$ cat src/mcpg_pkg.sv
// Package for the midpoint circle pixel generator.
// Holds widths, the job record passed from front to back, and the pixel
// order helper. No dependencies.
package mcpg_pkg;

   localparam int CoordW     = 8;
   localparam int ColorW     = 4;
   localparam int DecW       = 12;
   localparam int StepXW     = 10;
   localparam int StepYW     = 11;
   localparam int QueueDepth = 2;
   localparam int QueuePtrW  = $clog2(QueueDepth);
   localparam int QueueCntW  = $clog2(QueueDepth + 1);
   localparam int BeatW      = 3;

   localparam logic [BeatW-1:0] START_LAST_BEAT = 3'd3;
   localparam logic [BeatW-1:0] STEP_LAST_BEAT  = 3'd7;

   typedef enum logic [1:0] {
      JOB_START,
      JOB_STEP,
      JOB_IDLE
   } job_kind_type;

   // One accepted item after classification and state update
   typedef struct packed {
      job_kind_type             kind;
      logic [CoordW-1:0]        cx;
      logic [CoordW-1:0]        cy;
      logic [CoordW-1:0]        x;
      logic [CoordW-1:0]        y;
      logic [ColorW-1:0]        color;
      logic                     done;
   } job_type;

   typedef struct packed {
      logic full;
      logic empty;
   } queue_status_type;

   // Octant pattern: bit 2 swaps x/y, bit 0 negates column term,
   // bit 1 negates row term. Start beats use the axis subset.
   function automatic logic [BeatW-1:0] start_pattern(input logic [1:0] beat);
      logic [BeatW-1:0] p;
      case (beat)
         2'd0: p = 3'd0;
         2'd1: p = 3'd2;
         2'd2: p = 3'd4;
         2'd3: p = 3'd5;
         default: p = 3'd0;
      endcase
      return p;
   endfunction

endpackage

$ cat src/mcpg_if.sv
// Handshake channel interfaces for the midpoint circle pixel generator.
// Depends on mcpg_pkg for field widths.
interface mcpg_req_if import mcpg_pkg::*; ();
   logic                 valid;
   logic                 ready;
   logic                 cmd;
   logic [CoordW-1:0]    center_x;
   logic [CoordW-1:0]    center_y;
   logic [CoordW-1:0]    radius;
   logic [ColorW-1:0]    paint;

   modport source (output valid, cmd, center_x, center_y, radius, paint, input ready);
   modport sink   (input valid, cmd, center_x, center_y, radius, paint, output ready);
endinterface

interface mcpg_rsp_if import mcpg_pkg::*; ();
   logic                 valid;
   logic                 ready;
   logic [CoordW-1:0]    pixel_x;
   logic [CoordW-1:0]    pixel_y;
   logic [ColorW-1:0]    pixel_color;
   logic                 pixel_valid;
   logic                 done_res;
   logic                 last;

   modport source (output valid, pixel_x, pixel_y, pixel_color, pixel_valid, done_res, last,
                   input ready);
   modport sink   (input valid, pixel_x, pixel_y, pixel_color, pixel_valid, done_res, last,
                   output ready);
endinterface

$ cat src/mcpg_front.sv
// Front end: accepts commands, runs the midpoint decision update and
// pushes one job per item. Depends on mcpg_pkg and mcpg_req_if.
module mcpg_front import mcpg_pkg::*; (
   input  logic             clock,
   input  logic             reset,
   mcpg_req_if.sink         req_ch,
   input  queue_status_type q_status,
   output logic             push,
   output job_type          push_job
);

   logic [CoordW-1:0] cur_x_ff, cur_x_in;
   logic [CoordW-1:0] cur_y_ff, cur_y_in;
   logic [DecW-1:0]   decision_ff, decision_in;
   logic [StepXW-1:0] step_x_ff, step_x_in;
   logic [StepYW-1:0] step_y_ff, step_y_in;
   logic [CoordW-1:0] held_cx_ff, held_cx_in;
   logic [CoordW-1:0] held_cy_ff, held_cy_in;
   logic [ColorW-1:0] held_color_ff, held_color_in;

   logic [StepYW-1:0] sy_inc;
   logic [DecW-1:0]   dec_a;
   logic [StepXW-1:0] sx_inc;
   logic [CoordW-1:0] y_a;
   logic [CoordW-1:0] x_inc;

   assign req_ch.ready = !q_status.full;
   assign push         = req_ch.valid && req_ch.ready;

   always_comb begin
      sy_inc = step_y_ff + StepYW'(2);
      sx_inc = step_x_ff + StepXW'(2);
      x_inc  = cur_x_ff + CoordW'(1);
      if (!decision_ff[DecW-1]) begin
         y_a   = cur_y_ff - CoordW'(1);
         dec_a = decision_ff + {sy_inc[StepYW-1], sy_inc};
      end else begin
         y_a   = cur_y_ff;
         dec_a = decision_ff;
      end

      cur_x_in      = cur_x_ff;
      cur_y_in      = cur_y_ff;
      decision_in   = decision_ff;
      step_x_in     = step_x_ff;
      step_y_in     = step_y_ff;
      held_cx_in    = held_cx_ff;
      held_cy_in    = held_cy_ff;
      held_color_in = held_color_ff;

      push_job.kind  = JOB_IDLE;
      push_job.cx    = held_cx_ff;
      push_job.cy    = held_cy_ff;
      push_job.x     = cur_x_ff;
      push_job.y     = cur_y_ff;
      push_job.color = held_color_ff;
      push_job.done  = 1'b1;

      if (!req_ch.cmd) begin
         held_cx_in    = req_ch.center_x;
         held_cy_in    = req_ch.center_y;
         held_color_in = req_ch.paint;
         cur_x_in      = '0;
         cur_y_in      = req_ch.radius;
         decision_in   = DecW'(1) - {4'b0, req_ch.radius};
         step_x_in     = '0;
         step_y_in     = StepYW'(0) - {2'b0, req_ch.radius, 1'b0};
         push_job.kind  = JOB_START;
         push_job.cx    = req_ch.center_x;
         push_job.cy    = req_ch.center_y;
         push_job.x     = '0;
         push_job.y     = req_ch.radius;
         push_job.color = req_ch.paint;
         push_job.done  = (req_ch.radius == '0);
      end else if (cur_x_ff < cur_y_ff) begin
         cur_x_in    = x_inc;
         cur_y_in    = y_a;
         step_x_in   = sx_inc;
         step_y_in   = decision_ff[DecW-1] ? step_y_ff : sy_inc;
         decision_in = dec_a + {2'b0, sx_inc} + DecW'(1);
         push_job.kind = JOB_STEP;
         push_job.x    = x_inc;
         push_job.y    = y_a;
         push_job.done = (x_inc >= y_a);
      end
   end

   always_ff @(posedge clock) begin
      if (reset) begin
         cur_x_ff      <= '0;
         cur_y_ff      <= '0;
         decision_ff   <= '0;
         step_x_ff     <= '0;
         step_y_ff     <= '0;
         held_cx_ff    <= '0;
         held_cy_ff    <= '0;
         held_color_ff <= '0;
      end else if (push) begin
         cur_x_ff      <= cur_x_in;
         cur_y_ff      <= cur_y_in;
         decision_ff   <= decision_in;
         step_x_ff     <= step_x_in;
         step_y_ff     <= step_y_in;
         held_cx_ff    <= held_cx_in;
         held_cy_ff    <= held_cy_in;
         held_color_ff <= held_color_in;
      end
   end

endmodule

$ cat src/mcpg_queue.sv
// Short job queue between front and back ends.
// Depends on mcpg_pkg for the job record and depth.
module mcpg_queue import mcpg_pkg::*; (
   input  logic             clock,
   input  logic             reset,
   input  logic             push,
   input  job_type          push_job,
   input  logic             pop,
   output job_type          head,
   output queue_status_type status
);

   job_type                entry_ff [QueueDepth];
   logic [QueuePtrW-1:0]   wr_ptr_ff, wr_ptr_in;
   logic [QueuePtrW-1:0]   rd_ptr_ff, rd_ptr_in;
   logic [QueueCntW-1:0]   count_ff, count_in;

   assign head         = entry_ff[rd_ptr_ff];
   assign status.full  = (count_ff == QueueCntW'(QueueDepth));
   assign status.empty = (count_ff == '0);

   always_comb begin
      wr_ptr_in = push ? wr_ptr_ff + QueuePtrW'(1) : wr_ptr_ff;
      rd_ptr_in = pop  ? rd_ptr_ff + QueuePtrW'(1) : rd_ptr_ff;
      count_in  = count_ff;
      if (push && !pop) begin
         count_in = count_ff + QueueCntW'(1);
      end else if (pop && !push) begin
         count_in = count_ff - QueueCntW'(1);
      end
   end

   always_ff @(posedge clock) begin
      if (reset) begin
         wr_ptr_ff <= '0;
         rd_ptr_ff <= '0;
         count_ff  <= '0;
      end else begin
         wr_ptr_ff <= wr_ptr_in;
         rd_ptr_ff <= rd_ptr_in;
         count_ff  <= count_in;
      end
   end

   always_ff @(posedge clock) begin
      if (push) begin
         entry_ff[wr_ptr_ff] <= push_job;
      end
   end

endmodule

$ cat src/mcpg_back.sv
// Back end: walks the head job one pixel per beat into the output register.
// Depends on mcpg_pkg and mcpg_rsp_if.
module mcpg_back import mcpg_pkg::*; (
   input  logic             clock,
   input  logic             reset,
   input  job_type          head,
   input  queue_status_type q_status,
   output logic             pop,
   mcpg_rsp_if.source       rsp_ch
);

   logic [BeatW-1:0]  beat_ff, beat_in;
   logic              rsp_valid_ff, rsp_valid_in;
   logic [CoordW-1:0] px_ff, px_in;
   logic [CoordW-1:0] py_ff, py_in;
   logic [ColorW-1:0] color_ff, color_in;
   logic              pvalid_ff, pvalid_in;
   logic              done_ff, done_in;
   logic              last_ff, last_in;

   logic              load;
   logic [BeatW-1:0]  pattern;
   logic [CoordW-1:0] a_term;
   logic [CoordW-1:0] b_term;

   assign load = !rsp_valid_ff || rsp_ch.ready;

   always_comb begin
      pattern = (head.kind == JOB_START) ? start_pattern(beat_ff[1:0]) : beat_ff;
      a_term  = pattern[2] ? head.y : head.x;
      b_term  = pattern[2] ? head.x : head.y;

      px_in     = pattern[0] ? head.cx - a_term : head.cx + a_term;
      py_in     = pattern[1] ? head.cy - b_term : head.cy + b_term;
      color_in  = head.color;
      pvalid_in = 1'b1;
      done_in   = head.done;
      case (head.kind)
         JOB_START: last_in = (beat_ff == START_LAST_BEAT);
         JOB_STEP:  last_in = (beat_ff == STEP_LAST_BEAT);
         JOB_IDLE: begin
            last_in   = 1'b1;
            px_in     = '0;
            py_in     = '0;
            color_in  = '0;
            pvalid_in = 1'b0;
            done_in   = 1'b1;
         end
         default: begin
            last_in   = 1'b1;
            px_in     = '0;
            py_in     = '0;
            color_in  = '0;
            pvalid_in = 1'b0;
            done_in   = 1'b1;
         end
      endcase

      pop          = load && !q_status.empty && last_in;
      rsp_valid_in = load ? !q_status.empty : rsp_valid_ff;
      beat_in      = beat_ff;
      if (load && !q_status.empty) begin
         beat_in = last_in ? '0 : beat_ff + BeatW'(1);
      end
   end

   always_ff @(posedge clock) begin
      if (reset) begin
         beat_ff      <= '0;
         rsp_valid_ff <= 1'b0;
      end else begin
         beat_ff      <= beat_in;
         rsp_valid_ff <= rsp_valid_in;
      end
   end

   always_ff @(posedge clock) begin
      if (load && !q_status.empty) begin
         px_ff     <= px_in;
         py_ff     <= py_in;
         color_ff  <= color_in;
         pvalid_ff <= pvalid_in;
         done_ff   <= done_in;
         last_ff   <= last_in;
      end
   end

   assign rsp_ch.valid       = rsp_valid_ff;
   assign rsp_ch.pixel_x     = px_ff;
   assign rsp_ch.pixel_y     = py_ff;
   assign rsp_ch.pixel_color = color_ff;
   assign rsp_ch.pixel_valid = pvalid_ff;
   assign rsp_ch.done_res    = done_ff;
   assign rsp_ch.last        = last_ff;

endmodule

$ cat src/midpoint_circle_pixel_generator.sv
// Midpoint circle pixel generator top level.
// Uses mcpg_pkg, mcpg_if, mcpg_front, mcpg_queue and mcpg_back.
//
// Usage:
//   req_ch carries commands: cmd 0 starts a circle (center, radius, paint),
//   cmd 1 advances one midpoint step. rsp_ch carries pixels, one per cycle
//   while rsp_ch.ready is high, with last marking the final pixel of each command.
//   A start gives 4 pixels, a step 8 pixels, a step after the circle is
//   finished one empty result (pixel_valid 0, done_res 1).
//   With the queue and output register free, an accepted command is written
//   into the queue and its first pixel is then loaded into the output register.
//   Throughput: one pixel a cycle while rsp_ch.ready is high.
//   The front updates the decision state on accept and queues up to 2 jobs,
//   so commands are taken while the back end is still emitting pixels.
//   Reset clears the circle state (a step right after reset reports done)
//   and empties the queue and output register.
//   When rsp_ch.ready is low the output holds its pixel; once the queue is
//   full, req_ch.ready drops until the back end frees an entry.
module midpoint_circle_pixel_generator import mcpg_pkg::*; (
   input  logic        clock,
   input  logic        reset,
   mcpg_req_if.sink    req_ch,
   mcpg_rsp_if.source  rsp_ch
);

   logic             push;
   job_type          push_job;
   logic             pop;
   job_type          head;
   queue_status_type q_status;

   mcpg_front u_front (
      .clock    (clock),
      .reset    (reset),
      .req_ch   (req_ch),
      .q_status (q_status),
      .push     (push),
      .push_job (push_job)
   );

   mcpg_queue u_queue (
      .clock    (clock),
      .reset    (reset),
      .push     (push),
      .push_job (push_job),
      .pop      (pop),
      .head     (head),
      .status   (q_status)
   );

   mcpg_back u_back (
      .clock    (clock),
      .reset    (reset),
      .head     (head),
      .q_status (q_status),
      .pop      (pop),
      .rsp_ch   (rsp_ch)
   );

endmodule

$ cat src/flat_wrapper.sv
// flat-port wrapper written by rule: the top's interface ports become plain ports
module midpoint_circle_pixel_generator_flat import mcpg_pkg::*;
  (clock, reset, req_ch_valid, req_ch_cmd, req_ch_center_x, req_ch_center_y, req_ch_radius, req_ch_paint, req_ch_ready, rsp_ch_valid, rsp_ch_pixel_x, rsp_ch_pixel_y, rsp_ch_pixel_color, rsp_ch_pixel_valid, rsp_ch_done_res, rsp_ch_last, rsp_ch_ready);
  mcpg_req_if req_ch_i ();
  mcpg_rsp_if rsp_ch_i ();
  input  logic clock;
  input  logic reset;
  input wire logic [$bits(req_ch_i.valid)-1:0] req_ch_valid;
  input wire logic [$bits(req_ch_i.cmd)-1:0] req_ch_cmd;
  input wire logic [$bits(req_ch_i.center_x)-1:0] req_ch_center_x;
  input wire logic [$bits(req_ch_i.center_y)-1:0] req_ch_center_y;
  input wire logic [$bits(req_ch_i.radius)-1:0] req_ch_radius;
  input wire logic [$bits(req_ch_i.paint)-1:0] req_ch_paint;
  output wire logic [$bits(req_ch_i.ready)-1:0] req_ch_ready;
  output wire logic [$bits(rsp_ch_i.valid)-1:0] rsp_ch_valid;
  output wire logic [$bits(rsp_ch_i.pixel_x)-1:0] rsp_ch_pixel_x;
  output wire logic [$bits(rsp_ch_i.pixel_y)-1:0] rsp_ch_pixel_y;
  output wire logic [$bits(rsp_ch_i.pixel_color)-1:0] rsp_ch_pixel_color;
  output wire logic [$bits(rsp_ch_i.pixel_valid)-1:0] rsp_ch_pixel_valid;
  output wire logic [$bits(rsp_ch_i.done_res)-1:0] rsp_ch_done_res;
  output wire logic [$bits(rsp_ch_i.last)-1:0] rsp_ch_last;
  input wire logic [$bits(rsp_ch_i.ready)-1:0] rsp_ch_ready;
  assign req_ch_i.valid = req_ch_valid;
  assign req_ch_i.cmd = req_ch_cmd;
  assign req_ch_i.center_x = req_ch_center_x;
  assign req_ch_i.center_y = req_ch_center_y;
  assign req_ch_i.radius = req_ch_radius;
  assign req_ch_i.paint = req_ch_paint;
  assign req_ch_ready = req_ch_i.ready;
  assign rsp_ch_valid = rsp_ch_i.valid;
  assign rsp_ch_pixel_x = rsp_ch_i.pixel_x;
  assign rsp_ch_pixel_y = rsp_ch_i.pixel_y;
  assign rsp_ch_pixel_color = rsp_ch_i.pixel_color;
  assign rsp_ch_pixel_valid = rsp_ch_i.pixel_valid;
  assign rsp_ch_done_res = rsp_ch_i.done_res;
  assign rsp_ch_last = rsp_ch_i.last;
  assign rsp_ch_i.ready = rsp_ch_ready;
  midpoint_circle_pixel_generator u_core (.clock(clock), .reset(reset), .req_ch(req_ch_i), .rsp_ch(rsp_ch_i));
endmodule
$ cat config.mk
export PLATFORM = sky130hd
export DESIGN_NAME = midpoint_circle_pixel_generator_flat
export DESIGN_NICKNAME = d
export VERILOG_FILES = /design/src/mcpg_pkg.sv /design/src/mcpg_if.sv /design/src/mcpg_front.sv /design/src/mcpg_queue.sv /design/src/mcpg_back.sv /design/src/midpoint_circle_pixel_generator.sv /design/src/flat_wrapper.sv
export SDC_FILE = /design/constraint.sdc
export NUM_CORES = 1
export LEC_CHECK = 0
export BUFFER_PORTS_ARGS = -buffer_cell sky130_fd_sc_hd__buf_2
export CAP_MARGIN = 20
export CELL_PAD_IN_SITES_DETAIL_PLACEMENT = 1
export CELL_PAD_IN_SITES_GLOBAL_PLACEMENT = 1
export CORE_ASPECT_RATIO = 1.25
export CORE_UTILIZATION = 44
export CTS_BUF_LIST = sky130_fd_sc_hd__clkbuf_16
export CTS_CLUSTER_DIAMETER = 50
export DETAILED_ROUTE_END_ITERATION = 16
export PLACE_DENSITY_LB_ADDON = 0.1
export SKIP_LAST_GASP = 1
export SYNTH_ARGS = -nofsm -noshare
export SYNTH_HDL_FRONTEND = slang
export SYNTH_SLANG_ARGS = --single-unit
$ cat constraint.sdc
create_clock -name clock -period 3.4 [get_ports clock]
set_input_delay 0.34 -clock clock [delete_from_list [all_inputs] [get_ports clock]]
set_output_delay 0.34 -clock clock [all_outputs]
set_load 0.01 [all_outputs]
==> impl_metrics.xml, run 1 <==
<?xml version="1.0" encoding="UTF-8"?>
<metrics>
  <group name="worst_hold_path">
    <metric name="hold_path_class" unit="">in -&gt; reg</metric>
  </group>
  <group name="placed_design">
    <metric name="gp_congestion" unit="">0.8365</metric>
    <metric name="place_inst" unit="">1517</metric>
    <metric name="io_buffer_count" unit="">57</metric>
    <metric name="detailed_place_hpwl" unit="um">22040</metric>
    <metric name="place_area" unit="mm^2">0.01211</metric>
  </group>
  <group name="timing">
    <metric name="final_period_minus_worst_setup_slack" unit="ps">3650</metric>
    <metric name="final_setup_fails" unit="">10</metric>
    <metric name="fin_ws" unit="ps">-249.8</metric>
    <metric name="finalClockSkew" unit="ps">13.17</metric>
    <metric name="setup-tns-final" unit="ps">-939.5</metric>
    <metric name="number_of_max_slew_violations_in_the_final_report" unit="">0</metric>
    <metric name="rsz0062_at_grt" unit="">yes</metric>
    <metric name="measured_slew_at_the_worst_slew_check_pin" unit="ps">1015</metric>
    <metric name="slew_limit_headroom" unit="%">32.32</metric>
    <metric name="timing.fmax" unit="MHz">274.0</metric>
    <metric name="final_hold_viol_count" unit="">0</metric>
    <metric name="min_period_over_period" unit="%">107.3</metric>
  </group>
  <group name="detailed_routing">
    <metric name="vias_per_cell" unit="">5.562</metric>
    <metric name="detail_route.drc_violations" unit="">0</metric>
    <metric name="route.antenna.remaining_nets" unit="">0</metric>
    <metric name="route.detailed.wl_per_inst" unit="um">19.98</metric>
    <metric name="finalWirelength" unit="um">31590</metric>
    <metric name="detailroute.via_count" unit="">8793</metric>
    <metric name="detailedRoute.firstPassIterationCount" unit="">4</metric>
    <metric name="detail_route.iter0.violations" unit="">296</metric>
  </group>
  <group name="yosys">
    <metric name="synth_top_area_cell" unit="">sky130_fd_sc_hd__edfxtp_1</metric>
    <metric name="synth_area" unit="mm^2">0.01066</metric>
    <metric name="synth.distinct_cells" unit="">70</metric>
    <metric name="syn-num-nets" unit="">1171</metric>
    <metric name="netlist_top_cells_area" unit="">sky130_fd_sc_hd__edfxtp_1, sky130_fd_sc_hd__dfxtp_1, sky130_fd_sc_hd__ha_1, sky130_fd_sc_hd__mux2_2, sky130_fd_sc_hd__xnor2_1</metric>
    <metric name="seq_area_frac_synth" unit="%">42.74</metric>
    <metric name="netlist_instances" unit="">1073</metric>
    <metric name="number_of_synthesized_register_bits" unit="">177</metric>
    <metric name="synth_top_area_share" unit="%">28.46</metric>
    <metric name="dominantRegCellSynth" unit="">sky130_fd_sc_hd__edfxtp_1</metric>
    <metric name="synthMostInstantiatedCell" unit="">sky130_fd_sc_hd__edfxtp_1</metric>
    <metric name="synth_area_per_cell" unit="um^2">9.931</metric>
    <metric name="synth.cells.most_frequent" unit="">sky130_fd_sc_hd__edfxtp_1, sky130_fd_sc_hd__nand2_1, sky130_fd_sc_hd__nor2_1</metric>
    <metric name="yosys_warnings" unit="">0</metric>
    <metric name="async_reset_ff_share" unit="%">0</metric>
    <metric name="synth_enable_flop_cells" unit="">101</metric>
  </group>
  <group name="final_layout">
    <metric name="insertedDiodeCount" unit="">0</metric>
    <metric name="final_core_util" unit="%">56.93</metric>
    <metric name="area_growth_syn_to_layout" unit="%">26.76</metric>
    <metric name="final-instance-count-excl-fill" unit="">1581</metric>
    <metric name="drive_above_1_share" unit="%">30.97</metric>
    <metric name="layout.nets" unit="">1341</metric>
    <metric name="fill_cells" unit="">2559</metric>
    <metric name="finalInstanceArea" unit="mm^2">0.01351</metric>
  </group>
  <group name="global_route">
    <metric name="global_route.overflow_total" unit="">0</metric>
    <metric name="grt_max_degree" unit="">52</metric>
    <metric name="global_route_wire_length_before_repair" unit="um">48580</metric>
    <metric name="first_global_vias" unit="">9350</metric>
    <metric name="globalRouteTotalUtil" unit="%">25.55</metric>
    <metric name="number_of_antenna_violations_at_the_first_check_in_global_routing" unit="">0</metric>
  </group>
  <group name="clock_tree">
    <metric name="root_buffer" unit="">sky130_fd_sc_hd__clkbuf_16</metric>
    <metric name="clock_tree.buffer_depth" unit="">2</metric>
    <metric name="hold_bufs_inserted_after_cts" unit="">0</metric>
    <metric name="insertion_delay_of_the_later_clocked_pin_in_the_worst_skew_pair" unit="ps">440</metric>
    <metric name="clkSinkCount" unit="">177</metric>
    <metric name="numCtsBuffers" unit="">17</metric>
    <metric name="htree_levels" unit="">4</metric>
    <metric name="clk_pin_slew" unit="ps">80</metric>
    <metric name="tritoncts" unit="">done</metric>
  </group>
  <group name="floorplanning">
    <metric name="dieHeight" unit="um">176.0</metric>
    <metric name="core_area" unit="mm^2">0.02373</metric>
    <metric name="fp.dieArea" unit="mm^2">0.02485</metric>
    <metric name="fp-row-count" unit="">63</metric>
    <metric name="die_w" unit="um">141.2</metric>
    <metric name="boundaryPins" unit="">58</metric>
    <metric name="start_util" unit="%">44.91</metric>
  </group>
  <group name="run_status">
    <metric name="outcome" unit="">complete, but fails checks</metric>
    <metric name="violations" unit="">negative setup slack</metric>
  </group>
  <group name="setup_path">
    <metric name="element_type_at_the_critical_path_end" unit="">flip-flop</metric>
    <metric name="r2r_setup_slack" unit="ps">-250</metric>
    <metric name="worstPathRequired" unit="ps">3730</metric>
    <metric name="critical_path_class" unit="">reg -&gt; reg</metric>
    <metric name="crit_path_start_kind" unit="">flip-flop</metric>
    <metric name="worst-endpoint-arrival" unit="ps">3980</metric>
    <metric name="critPathMaxFanout" unit="">4</metric>
  </group>
  <group name="power_and_ir_drop">
    <metric name="p_leak" unit="uW">0.005534</metric>
    <metric name="pwr_density_cell" unit="mW/mm^2">1029</metric>
    <metric name="vdd_ir_drop_max" unit="V">0.0004545</metric>
    <metric name="post_layout_total_power" unit="uW">13910</metric>
  </group>
  <group name="flow_run">
    <metric name="cap_violations" unit="">0</metric>
  </group>
</metrics>
## placed cells by master (no fill, tap or decap), types with 15 or more instances in the layout
cell / count
sky130_fd_sc_hd__dfxtp_1: 69
sky130_fd_sc_hd__nand2_1: 98
sky130_fd_sc_hd__buf_2: 57
sky130_fd_sc_hd__xnor2_1: 48
sky130_fd_sc_hd__ha_1: 46
sky130_fd_sc_hd__inv_1: 37
sky130_fd_sc_hd__nor3_1: 15
sky130_fd_sc_hd__edfxtp_1: 101
sky130_fd_sc_hd__mux2i_1: 40
sky130_fd_sc_hd__a211oi_1: 21
sky130_fd_sc_hd__o21ai_0: 31
sky130_fd_sc_hd__mux2_2: 51
sky130_fd_sc_hd__buf_4: 133
sky130_fd_sc_hd__clkbuf_16: 17
sky130_fd_sc_hd__nand3_1: 15
sky130_fd_sc_hd__a21oi_1: 62
sky130_fd_sc_hd__xor2_1: 31
sky130_fd_sc_hd__a21o_1: 26
sky130_fd_sc_hd__nor2_1: 89
## worst max-delay path: stages, from the launching register on
cell and delay [ps]:
sky130_fd_sc_hd__dfxtp_2 360, sky130_fd_sc_hd__buf_4 130, sky130_fd_sc_hd__nand3_2 90, sky130_fd_sc_hd__xnor2_2 200
sky130_fd_sc_hd__ha_1 300, sky130_fd_sc_hd__and3_4 160, sky130_fd_sc_hd__a221o_1 320, sky130_fd_sc_hd__nor2_2 120
sky130_fd_sc_hd__xor2_1 170, sky130_fd_sc_hd__o21ai_1 90, sky130_fd_sc_hd__ha_2 240, sky130_fd_sc_hd__or3_1 320
sky130_fd_sc_hd__o211ai_1 250, sky130_fd_sc_hd__o21a_1 170, sky130_fd_sc_hd__nor2b_1 50, sky130_fd_sc_hd__o21ai_1 150
sky130_fd_sc_hd__xnor2_1 100, sky130_fd_sc_hd__a311oi_1 320
## what timing repair did
item	CTS	global route
endpoints found under the setup margin	10	15
pin swaps	40	68
gates resized for setup	38	77
buffers inserted	11	25
## power by group
group          switching, uW  internal, uW  total (uW)
Clock                    893          1020        1910
Combinational           4300          4360        8670
Sequential               332          3000        3330
Total                   5530          8380       13900
## through the flow
step                      hold WS (ps)  worst slack, ps
final                            159.3           -249.8
after global routing             153.3           -429.6
after CTS                        133.3           -154.7
after detailed placement         446.8           -232.3
after global placement           438.5           -181.0
after floorplan                  432.9           0.3613
## state kept, by name, indices dropped and copies added, names as in the netlist, 2 cells and up, named ones only
signal / flops
u_core.u_queue.entry_ff: 78
u_core.u_front.decision_ff: 12
u_core.u_front.step_y_ff: 10
u_core.u_front.step_x_ff: 9
u_core.u_back.rsp_ch.pixel_x: 8
u_core.u_back.rsp_ch.pixel_y: 8
u_core.u_front.cur_x_ff: 8
u_core.u_front.cur_y_ff: 8
u_core.u_front.held_cx_ff: 8
u_core.u_front.held_cy_ff: 8
u_core.u_back.rsp_ch.pixel_color: 4
u_core.u_front.held_color_ff: 4
u_core.u_back.beat_ff: 3
u_core.u_queue.count_ff: 2
## worst paths after layout
| check | start | to | depth (start not counted) |
|---|---|---|---|
| worst max register to register | u_core.u_front.step_y_ff[2] | u_core.u_front.decision_ff[11] | 17 |
| worst min-delay path | req_ch_center_y[3] | u_core.u_front.held_cy_ff[3] | 3 |
| worst max-delay path | u_core.u_front.step_y_ff[2] | u_core.u_front.decision_ff[11] | 17 |
| worst min register to register | u_core.u_front.held_cx_ff[4] | u_core.u_front.held_cx_ff[4] | 2 |
## layout make-up
class | instances | area (um^2) | area share, %
Tap cell | 325 | 406.6 | 3.010
Inverter | 37 | 143.9 | 1.065
Clock buffer | 17 | 425.4 | 3.149
Sequential cell | 177 | 4571 | 33.84
Clock inverter | 15 | 136.4 | 1.010
Multi-Input combinational cell | 807 | 6374 | 47.18
Timing Repair Buffer | 203 | 1451 | 10.74
## cells by family (layout without fill, tap and decap cells)
kind of cell,count (synthesis),after routing,synth area share (%)
AND/OR/NAND/NOR,310,310,13.61
XOR/XNOR,94,94,7.855
AO/OA/AOI/OAI,240,240,14.49
adder cells (fa/ha/maj),65,65,7.914
other,1,1,0.03519
buffers and inverters,89,272,3.381
flip-flops,177,177,42.74
multiplexers,97,97,9.980
## routing by layer
| layer | routed length [um] | global-route usage [%] | vias up |
|---|---|---|---|
| met2 | 17580 | 49.63 | 125 |
| met1 | 12190 | 27.09 | 4397 |
| li1 | - | - | 4211 |
| met3 | 576 | 3.038 | 60 |
| met4 | 1244 | 11.96 | 0 |
| met5 | 0 | 0 | - |
(Power assumes the default switching activity.)
==> inputs of run 2 (changes only) <==
Settings changed: MAX_ROUTING_LAYER from default to met4.
==> impl_metrics.xml, run 2 (same netlist as run 1, synthesis figures left out) <==
<?xml version="1.0" encoding="UTF-8"?>
<metrics>
  <group name="global_route">
    <metric name="first_global_vias" unit="">9322</metric>
    <metric name="global_route.overflow_total" unit="">0</metric>
    <metric name="grt_max_degree" unit="">52</metric>
    <metric name="number_of_antenna_violations_at_the_first_check_in_global_routing" unit="">0</metric>
    <metric name="globalRouteTotalUtil" unit="%">26.32</metric>
    <metric name="global_route_wire_length_before_repair" unit="um">48660</metric>
  </group>
  <group name="detailed_routing">
    <metric name="vias_per_cell" unit="">5.547</metric>
    <metric name="detailedRoute.firstPassIterationCount" unit="">4</metric>
    <metric name="detail_route.iter0.violations" unit="">314</metric>
    <metric name="detailroute.via_count" unit="">8764</metric>
    <metric name="route.detailed.wl_per_inst" unit="um">19.99</metric>
    <metric name="detail_route.drc_violations" unit="">0</metric>
    <metric name="finalWirelength" unit="um">31590</metric>
    <metric name="route.antenna.remaining_nets" unit="">0</metric>
  </group>
  <group name="power_and_ir_drop">
    <metric name="post_layout_total_power" unit="uW">13850</metric>
    <metric name="p_comb_share" unit="%">62.1</metric>
    <metric name="vdd_ir_drop_max" unit="V">0.0004712</metric>
    <metric name="fraction_of_power_spent_switching_nets" unit="%">39.71</metric>
    <metric name="power.sequential.fraction" unit="%">24.0</metric>
    <metric name="power_switching" unit="uW">5500</metric>
    <metric name="pwr_density_cell" unit="mW/mm^2">1027</metric>
    <metric name="power.share.clock" unit="%">13.9</metric>
    <metric name="cell_internal_pwr" unit="uW">8348</metric>
    <metric name="p_leak" unit="uW">0.005516</metric>
  </group>
  <group name="setup_path">
    <metric name="critPathMaxFanout" unit="">4</metric>
    <metric name="cells_along_the_critical_path" unit="">buf_4, nand3_2, xnor2_2, ha_1, and3_4, a221o_1, nor2_2, xor2_1, o21ai_1, ha_2, or3_1, o211ai_1, o21a_1, nor2b_1, o21ai_1, xnor2_1, a311oi_1</metric>
    <metric name="timing.critical_path.slowest_stage_cell" unit="">sky130_fd_sc_hd__dfxtp_2</metric>
    <metric name="worstPathRequired" unit="ps">3730</metric>
    <metric name="crit_path_start_kind" unit="">flip-flop</metric>
    <metric name="cpPeakStageDelay" unit="ps">360</metric>
    <metric name="worst-endpoint-arrival" unit="ps">3990</metric>
    <metric name="path_common_cell" unit="">sky130_fd_sc_hd__o21ai_1</metric>
    <metric name="r2r_setup_slack" unit="ps">-260</metric>
    <metric name="critical_path_class" unit="">reg -&gt; reg</metric>
    <metric name="critical_path.reg2reg.endpoint" unit="">u_core.u_front.decision_ff[11]</metric>
    <metric name="element_type_at_the_critical_path_end" unit="">flip-flop</metric>
    <metric name="worstRegToRegCells" unit="">17</metric>
    <metric name="critical_path.reg2reg.startpoint" unit="">u_core.u_front.step_y_ff[2]</metric>
  </group>
  <group name="final_layout">
    <metric name="layout_common_cells" unit="">sky130_fd_sc_hd__buf_4, sky130_fd_sc_hd__edfxtp_1, sky130_fd_sc_hd__nand2_1, sky130_fd_sc_hd__nor2_1, sky130_fd_sc_hd__dfxtp_1</metric>
    <metric name="mostFrequentLayoutCell" unit="">sky130_fd_sc_hd__buf_4</metric>
    <metric name="finalInstanceArea" unit="mm^2">0.01348</metric>
    <metric name="biggestRegsByFlops" unit="">u_core.u_queue.entry_ff: 78 flops, u_core.u_front.decision_ff: 12 flops, u_core.u_front.step_y_ff: 10 flops</metric>
    <metric name="insertedDiodeCount" unit="">0</metric>
    <metric name="largest_register_ffs" unit="">78</metric>
    <metric name="regMostFlops" unit="">u_core.u_queue.entry_ff</metric>
    <metric name="area_growth_syn_to_layout" unit="%">26.48</metric>
    <metric name="layout.nets" unit="">1340</metric>
    <metric name="drive_above_1_share" unit="%">30.68</metric>
  </group>
  <group name="timing">
    <metric name="measured_slew_at_the_worst_slew_check_pin" unit="ps">1036</metric>
    <metric name="finalClockSkew" unit="ps">11.97</metric>
    <metric name="final_hold_viol_count" unit="">0</metric>
    <metric name="number_of_max_slew_violations_in_the_final_report" unit="">0</metric>
    <metric name="min_period_over_period" unit="%">107.5</metric>
    <metric name="timing.fmax" unit="MHz">273.5</metric>
    <metric name="final_setup_fails" unit="">10</metric>
    <metric name="final_period_minus_worst_setup_slack" unit="ps">3656</metric>
    <metric name="slew_limit_headroom" unit="%">30.93</metric>
    <metric name="rsz0062_at_grt" unit="">yes</metric>
    <metric name="fin_ws" unit="ps">-256.3</metric>
  </group>
  <group name="worst_hold_path">
    <metric name="destination_of_the_worst_hold_path" unit="">u_core.u_front.held_cx_ff[4]</metric>
    <metric name="hold_path_class" unit="">in -&gt; reg</metric>
    <metric name="hold_path_startpoint" unit="">req_ch_center_x[4]</metric>
    <metric name="hold_depth" unit="">3</metric>
  </group>
  <group name="floorplanning">
    <metric name="fp-row-count" unit="">63</metric>
    <metric name="start_util" unit="%">44.91</metric>
    <metric name="boundaryPins" unit="">58</metric>
    <metric name="fp.dieArea" unit="mm^2">0.02485</metric>
    <metric name="dieHeight" unit="um">176.0</metric>
    <metric name="die_w" unit="um">141.2</metric>
    <metric name="core_area" unit="mm^2">0.02373</metric>
  </group>
  <group name="clock_tree">
    <metric name="clock_tree.buffer_depth" unit="">2</metric>
    <metric name="htree_levels" unit="">4</metric>
    <metric name="root_buffer" unit="">sky130_fd_sc_hd__clkbuf_16</metric>
    <metric name="hold_bufs_inserted_after_cts" unit="">0</metric>
    <metric name="clk_pin_slew" unit="ps">70</metric>
    <metric name="tritoncts" unit="">done</metric>
    <metric name="clkSinkCount" unit="">177</metric>
    <metric name="numCtsBuffers" unit="">17</metric>
    <metric name="insertion_delay_of_the_later_clocked_pin_in_the_worst_skew_pair" unit="ps">440</metric>
  </group>
  <group name="run_status">
    <metric name="outcome" unit="">complete, but fails checks</metric>
    <metric name="violations" unit="">negative setup slack</metric>
  </group>
  <group name="flow_run">
    <metric name="cap_violations" unit="">0</metric>
  </group>
  <group name="placed_design">
    <metric name="detailed_place_hpwl" unit="um">22040</metric>
    <metric name="io_buffer_count" unit="">57</metric>
    <metric name="gp_congestion" unit="">0.8494</metric>
    <metric name="place_area" unit="mm^2">0.01211</metric>
  </group>
</metrics>
==> run 2: worst max-delay path by stage <==
stage / endpoint / slack, ps / from
global placement: u_core.u_front.decision_ff[10] / -180 / u_core.u_front.step_y_ff[2]
CTS: u_core.u_front.decision_ff[11] / -150 / u_core.u_front.step_y_ff[1]
floorplan: u_core.u_front.decision_ff[11] / 0.4 / u_core.u_front.step_y_ff[2]
detailed placement: u_core.u_front.decision_ff[10] / -230 / u_core.u_front.step_y_ff[2]
finish: u_core.u_front.decision_ff[11] / -260 / u_core.u_front.step_y_ff[2]
global route: u_core.u_front.decision_ff[11] / -430 / u_core.u_front.step_y_ff[1]
==> run 2: layout make-up <==
cell class                      instances  area (um^2)
Tap cell                              325        406.6
Fill cell                            2570        10250
Multi-Input combinational cell        807         6351
Sequential cell                       177         4571
Timing Repair Buffer                  202         1444
Clock buffer                           17        425.4
Clock inverter                         15        136.4
Inverter                               37        143.9
==> run 2: repair_timing <==
action,4_1_cts,5_1_grt
gates resized for setup,38,75
pin swaps,40,63
endpoints found under the setup margin,10,15
buffers inserted,11,25
==> run 2: power by group through the flow <==
| stage | clock (uW) | sequential, uW | combinational, uW |
|---|---|---|---|
| after global routing | 2020 | 3380 | 9340 |
| after global placement | 0 | 3320 | 6840 |
| final | 1920 | 3330 | 8600 |
| after detailed placement | 0 | 3340 | 7020 |
| after CTS | 1960 | 3300 | 7670 |
| after floorplan | 0 | 3330 | 4380 |
==> run 2: per-stage QoR <==
step | setup slack [ps] | setup TNS [ps] | utilization, % | hold WS (ps) | std cells
6_report | -256.3 | -965.6 | 56.81 | 151.0 | 1580
5_1_grt | -430.4 | -2642 | 56.81 | 151.0 | 1580
4_1_cts | -154.7 | -594.5 | 54.52 | 133.3 | 1559
3_5_place_dp | -232.3 | -1275 | 51.02 | 446.8 | 1517
3_3_place_gp | -181.0 | -498.8 | 51.02 | 438.5 | 1517
2_1_floorplan | 0.3613 | 0 | - | 432.9 | 1073
==> run 2: routing by layer <==
layer | track usage (%) | vias up | part of all wire, %
met3 | 3.038 | 65 | 2.0
met1 | 27.16 | 4362 | 39
met5 | - | - | 0
met2 | 49.59 | 128 | 55
met4 | 11.96 | 0 | 3.9
li1 | - | 4209 | -
==> run 2: critical path: cells and delay by family, from the launching register on <==
kind                     cells  cell delay (ps)
adder cells (fa/ha/maj)      2              540
AND/OR/NAND/NOR              5              730
AO/OA/AOI/OAI                6             1320
XOR/XNOR                     3              460
flip-flops                   1              360
buffers and inverters        1              130
